$ cat src/sv/flpt_pkg.sv
// Shared types, constants and codes for the four-level page table walker.
`default_nettype none
package flpt_pkg;
  localparam int TablePagesDefault = 64;
  localparam int IndexBits = 9;
  localparam int EntPerPage = 1 << IndexBits;
  localparam int CfgAddrBits = 5;

  localparam logic [1:0] StatusOk      = 2'd0;
  localparam logic [1:0] StatusLarge   = 2'd1;
  localparam logic [1:0] StatusNoPages = 2'd2;
  localparam logic [1:0] StatusOutside = 2'd3;

  localparam logic CmdMap    = 1'b0;
  localparam logic CmdLookup = 1'b1;

  localparam logic [CfgAddrBits-1:0] RegStoreBase = 5'h00;
  localparam logic [CfgAddrBits-1:0] RegRootPage  = 5'h08;
  localparam logic [CfgAddrBits-1:0] RegFirstFree = 5'h10;

  typedef struct packed {
    logic        cmd;
    logic [47:0] virt_addr;
    logic [51:0] phys_addr;
    logic [63:0] flags;
  } flpt_req_t;

  typedef struct packed {
    logic [51:0] result_addr;
    logic        found;
    logic [1:0]  status;
  } flpt_res_t;

  typedef enum logic [2:0] {
    ST_CLEAR, ST_IDLE, ST_READ, ST_WAIT, ST_DECIDE, ST_ZERO, ST_DONE
  } flpt_state_t;
endpackage
`default_nettype wire

$ cat src/sv/flpt_front.sv
// Front end: takes requests and holds them in a short queue.
`default_nettype none
module flpt_front (
  input  wire logic               clk,
  input  wire logic               rst_n,
  input  wire logic               in_valid,
  input  wire flpt_pkg::flpt_req_t in_req,
  output logic                    full,
  input  wire logic               pop,
  output logic                    avail,
  output flpt_pkg::flpt_req_t     head
);
  import flpt_pkg::*;
  flpt_req_t q_r [2];
  logic [1:0] cnt_r, cnt_nxt;
  logic wp_r, rp_r;
  logic push;

  assign push  = in_valid && !full;
  assign full  = cnt_r == 2'd2;
  assign avail = cnt_r != 2'd0;
  assign head  = q_r[rp_r];
  assign cnt_nxt = cnt_r + {1'b0, push} - {1'b0, pop && avail};

  always_ff @(posedge clk) begin
    if (!rst_n) begin
      cnt_r <= '0;
      wp_r  <= 1'b0;
      rp_r  <= 1'b0;
    end else begin
      cnt_r <= cnt_nxt;
      if (push) wp_r <= ~wp_r;
      if (pop && avail) rp_r <= ~rp_r;
    end
  end

  always_ff @(posedge clk) begin
    if (push) q_r[wp_r] <= in_req;
  end
endmodule
`default_nettype wire

$ cat config.mk
export PLATFORM = sky130hd
export DESIGN_NAME = flpt_front
export DESIGN_NICKNAME = d
export VERILOG_FILES = /design/src/sv/flpt_pkg.sv /design/src/sv/flpt_front.sv
export SDC_FILE = /design/constraint.sdc
export NUM_CORES = 1
export LEC_CHECK = 0
export BUFFER_PORTS_ARGS = -buffer_cell sky130_fd_sc_hd__clkbuf_2
export CORE_ASPECT_RATIO = 0.5
export CORE_MARGIN = 5
export CORE_UTILIZATION = 40
export CTS_CLUSTER_DIAMETER = 200
export CTS_CLUSTER_SIZE = 12
export DETAILED_ROUTE_END_ITERATION = 16
export RECOVER_POWER = 100
export SLEW_MARGIN = 15
export SYNTH_ARGS = -nofsm -noshare
export SYNTH_HDL_FRONTEND = slang
export SYNTH_SLANG_ARGS = --single-unit
$ cat constraint.sdc
create_clock -name clk -period 10.9 [get_ports clk]
set_input_delay 2.18 -clock clk [delete_from_list [all_inputs] [get_ports clk]]
set_output_delay 2.18 -clock clk [all_outputs]
set_load 0.1 [all_outputs]
==> out/qor.json <==
{
  "run_status": {"value": "finished, violations left"},
  "failed_checks": {"value": "max-capacitance violations, max-slew violations"},
  "timing.final.crit_period": {"value": 7.416, "unit": "ns"},
  "maxSlewViolCount": {"value": 289},
  "cts_buffers": {"value": 31},
  "detailedPlacementHpwl": {"value": 18250, "unit": "µm"},
  "min_path_type": {"value": "flip-flop to flip-flop"},
  "cts.path.max_buffers": {"value": 3},
  "grt_setup_unrepaired": {"value": "false"},
  "floorplan.die.height": {"value": 133.5, "unit": "µm"},
  "finalClockSkew": {"value": 0.01077, "unit": "ns"},
  "number_of_iterations_in_the_first_detailed_routing_pass": {"value": 4},
  "synth_cells": {"value": 538},
  "crit_fanout": {"value": 47},
  "simple_gate_fraction_of_synth_area": {"value": 0.5025, "unit": "%"},
  "design.final.nets": {"value": 1066},
  "synth_compound_gate_area_share": {"value": 0.06153, "unit": "%"},
  "pin_count_of_the_biggest_net_entering_global_routing": {"value": 75},
  "finalHoldViolations": {"value": 0},
  "globalRouteMet1Util": {"value": 15.78, "unit": "%"},
  "buffer_ports.inserted": {"value": 335},
  "grt_first_pass_wirelength": {"value": 39410, "unit": "µm"},
  "synth_to_final_area_change": {"value": 20.88, "unit": "%"},
  "drt-total-wl": {"value": 26760, "unit": "µm"},
  "hp-start": {"value": "wp_r"},
  "drt_iter0_markers": {"value": 344},
  "core_area": {"value": 30180, "unit": "µm²"},
  "synth_edf_count": {"value": 330},
  "dr_total_vias": {"value": 6172},
  "post_synth_num_cell_types": {"value": 17},
  "fillers": {"value": 2674},
  "critical_path.startpoint_type": {"value": "flip-flop"},
  "grt.met2_usage": {"value": 29.83, "unit": "%"},
  "cts_resized": {"value": 0},
  "htree_num_levels": {"value": 1},
  "mappedNetlistArea": {"value": 12200, "unit": "µm²"},
  "post_cts_hold_buffer_count": {"value": 0},
  "clk_pin_slew": {"value": 0.06, "unit": "ns"},
  "via_per_inst": {"value": 4.726},
  "tritoncts": {"value": "yes"},
  "timing_worst_setup_path_type": {"value": "flip-flop to output pin"},
  "synth_nets": {"value": 709},
  "setup_viol_count_final": {"value": 0},
  "max_clock_freq": {"value": 0.1349, "unit": "GHz"},
  "clock_sinks": {"value": 335},
  "cp_data_arrival_time": {"value": 5.24, "unit": "ns"},
  "gp_congestion": {"value": 0.7518},
  "wl_per_cell": {"value": 20.49, "unit": "µm"},
  "post_layout_nonfiller_instances": {"value": 1306},
  "initial_core_utilization": {"value": 40.43, "unit": "%"},
  "first_global_vias": {"value": 6596},
  "worst_pin_slew": {"value": 3.990, "unit": "ns"},
  "element_type_at_the_critical_path_end": {"value": "output pin"},
  "die_area": {"value": 34310, "unit": "µm²"},
  "synth_top_family_by_area": {"value": "multiplexers"},
  "placed_cells_incl_taps": {"value": 1261},
  "critPathRequiredTime": {"value": 8.72, "unit": "ns"},
  "synth.ff_latch_count": {"value": 335},
  "worst_r2r_startpoint": {"value": "cnt_r[0]"},
  "grt_most_used_layer": {"value": "met2"},
  "post-cts-setup-buffer-count": {"value": 0},
  "yosysWarnings": {"value": 0},
  "max_capacitance_violation_count": {"value": 6},
  "clk-insertion-delay-late": {"value": 0.56, "unit": "ns"},
  "chipWidth": {"value": 257, "unit": "µm"},
  "boundaryPins": {"value": 336},
  "grt.overflow.total": {"value": 0},
  "globalRouteTotalUtil": {"value": 14.90, "unit": "%"},
  "min_period_over_period": {"value": 68.03, "unit": "%"},
  "floorplan.rows": {"value": 45},
  "muxShareOfSynthArea": {"value": 15.31, "unit": "%"},
  "cts.root.buffer_cell": {"value": "sky130_fd_sc_hd__clkbuf_16"},
  "fin_setup_tns": {"value": 0, "unit": "ns"},
  "synthXorXnorAreaFrac": {"value": 0.2153, "unit": "%"},
  "seq_area_frac_synth": {"value": 82.03, "unit": "%"},
  "grt_use_met3": {"value": 3.182, "unit": "%"},
  "ant_nets": {"value": 0},
  "layout-drive-gt1-share": {"value": 32.89, "unit": "%"},
  "drc": {"value": 0},
  "top_reg_cell_synth": {"value": "sky130_fd_sc_hd__edfxtp_1"},
  "worst_slew_margin_rel": {"value": -166.0, "unit": "%"},
  "antenna_found_initial": {"value": 1},
  "async_reset_ff_share": {"value": 0, "unit": "%"},
  "post_synth.cell_area_avg": {"value": 22.68, "unit": "µm²"},
  "fraction_of_the_mapped_netlist_area_in_adder_cells": {"value": 0.2051, "unit": "%"}
}
cell usage in the layout (no fill, tap or decap), drive strengths merged:
cell      n
mux2    165
buf       4
and2      2
nand2b    2
clkbuf  382
or2       1
ha        2
mux2i     1
nor2b     2
nor2      1
edfxtp  330
o21a      1
diode     1
dfxtp     5
inv       2
and3      1
xnor2     3
nand2     2
cells in the mapped netlist, types with 2 or more instances:
master,n,area (µm²)
sky130_fd_sc_hd__mux2_2,165,1858
sky130_fd_sc_hd__edfxtp_1,330,9910
sky130_fd_sc_hd__and2_1,2,12.51
sky130_fd_sc_hd__xnor2_1,3,26.28
sky130_fd_sc_hd__buf_6,17,191.4
sky130_fd_sc_hd__dfxtp_1,5,100.1
sky130_fd_sc_hd__inv_1,2,7.510
sky130_fd_sc_hd__ha_1,2,25.02
sky130_fd_sc_hd__nand2_1,2,7.510
sky130_fd_sc_hd__nand2b_1,2,12.51
sky130_fd_sc_hd__nor2b_1,2,12.51
per-layer routing:
metal | wire, µm | vias to the layer above
li1 | - | 2846
met1 | 9493 | 3147
met2 | 15640 | 131
met3 | 963 | 48
met5 | 0 | -
met4 | 665 | 0
metrics by stage:
step	setup WS (ns)	instance area (µm²)	util (%)	hold slack, ns
floorplan	1.088	12200	-	0.4549
finish	3.484	14750	48.87	0.5385
global placement	5.961	14250	47.22	0.5258
global route	2.974	14750	48.87	0.5705
detailed placement	5.929	14250	47.22	0.5373
CTS	5.492	15070	49.95	0.5471
worst max-delay path: stages, from the launching register on:
cell                       delay, ns
sky130_fd_sc_hd__dfxtp_1        1.78
sky130_fd_sc_hd__clkbuf_1       1.92
sky130_fd_sc_hd__mux2_2         0.47
sky130_fd_sc_hd__clkbuf_2       0.47
worst paths after layout:
| kind | to | slack (ns) | cells past startpoint |
|---|---|---|---|
| setup reg to reg | q_r[1][123] | 4.79 | 4 |
| hold / removal | wp_r | 0.54 | 2 |
| hold reg to reg | wp_r | 0.54 | 2 |
| setup / recovery | head[116] | 3.48 | 3 |
cell families after synthesis:
| family | after synthesis |
|---|---|
| and+or+nand+nor | 11 |
| buffers and inverters | 20 |
| AOI/OAI and AO/OA | 1 |
| xor gates and xnor gates | 3 |
| DFF | 335 |
| muxes | 166 |
| adders and majority gates | 2 |
cell type report:
| class | instances | area (µm²) | share of cell area, % |
|---|---|---|---|
| diodes | 1 | 2.502 | 0.01697 |
| clock buffers | 44 | 824.5 | 5.590 |
| inverters | 2 | 7.507 | 0.05090 |
| multi-input cells | 183 | 1988 | 13.48 |
| flip-flops and latches | 335 | 10010 | 67.87 |
| well taps | 399 | 499.2 | 3.385 |
| repair buffers | 342 | 1418 | 9.612 |
registers in the layout, summed over array words and instances (netlist names), named ones only:
register / flops
cnt_r: 2
q_r: 330
rp_r: 1
wp_r: 1
Power is not shown: default switching activity piles up to over one toggle a cycle in this logic, so the estimate is an artifact.
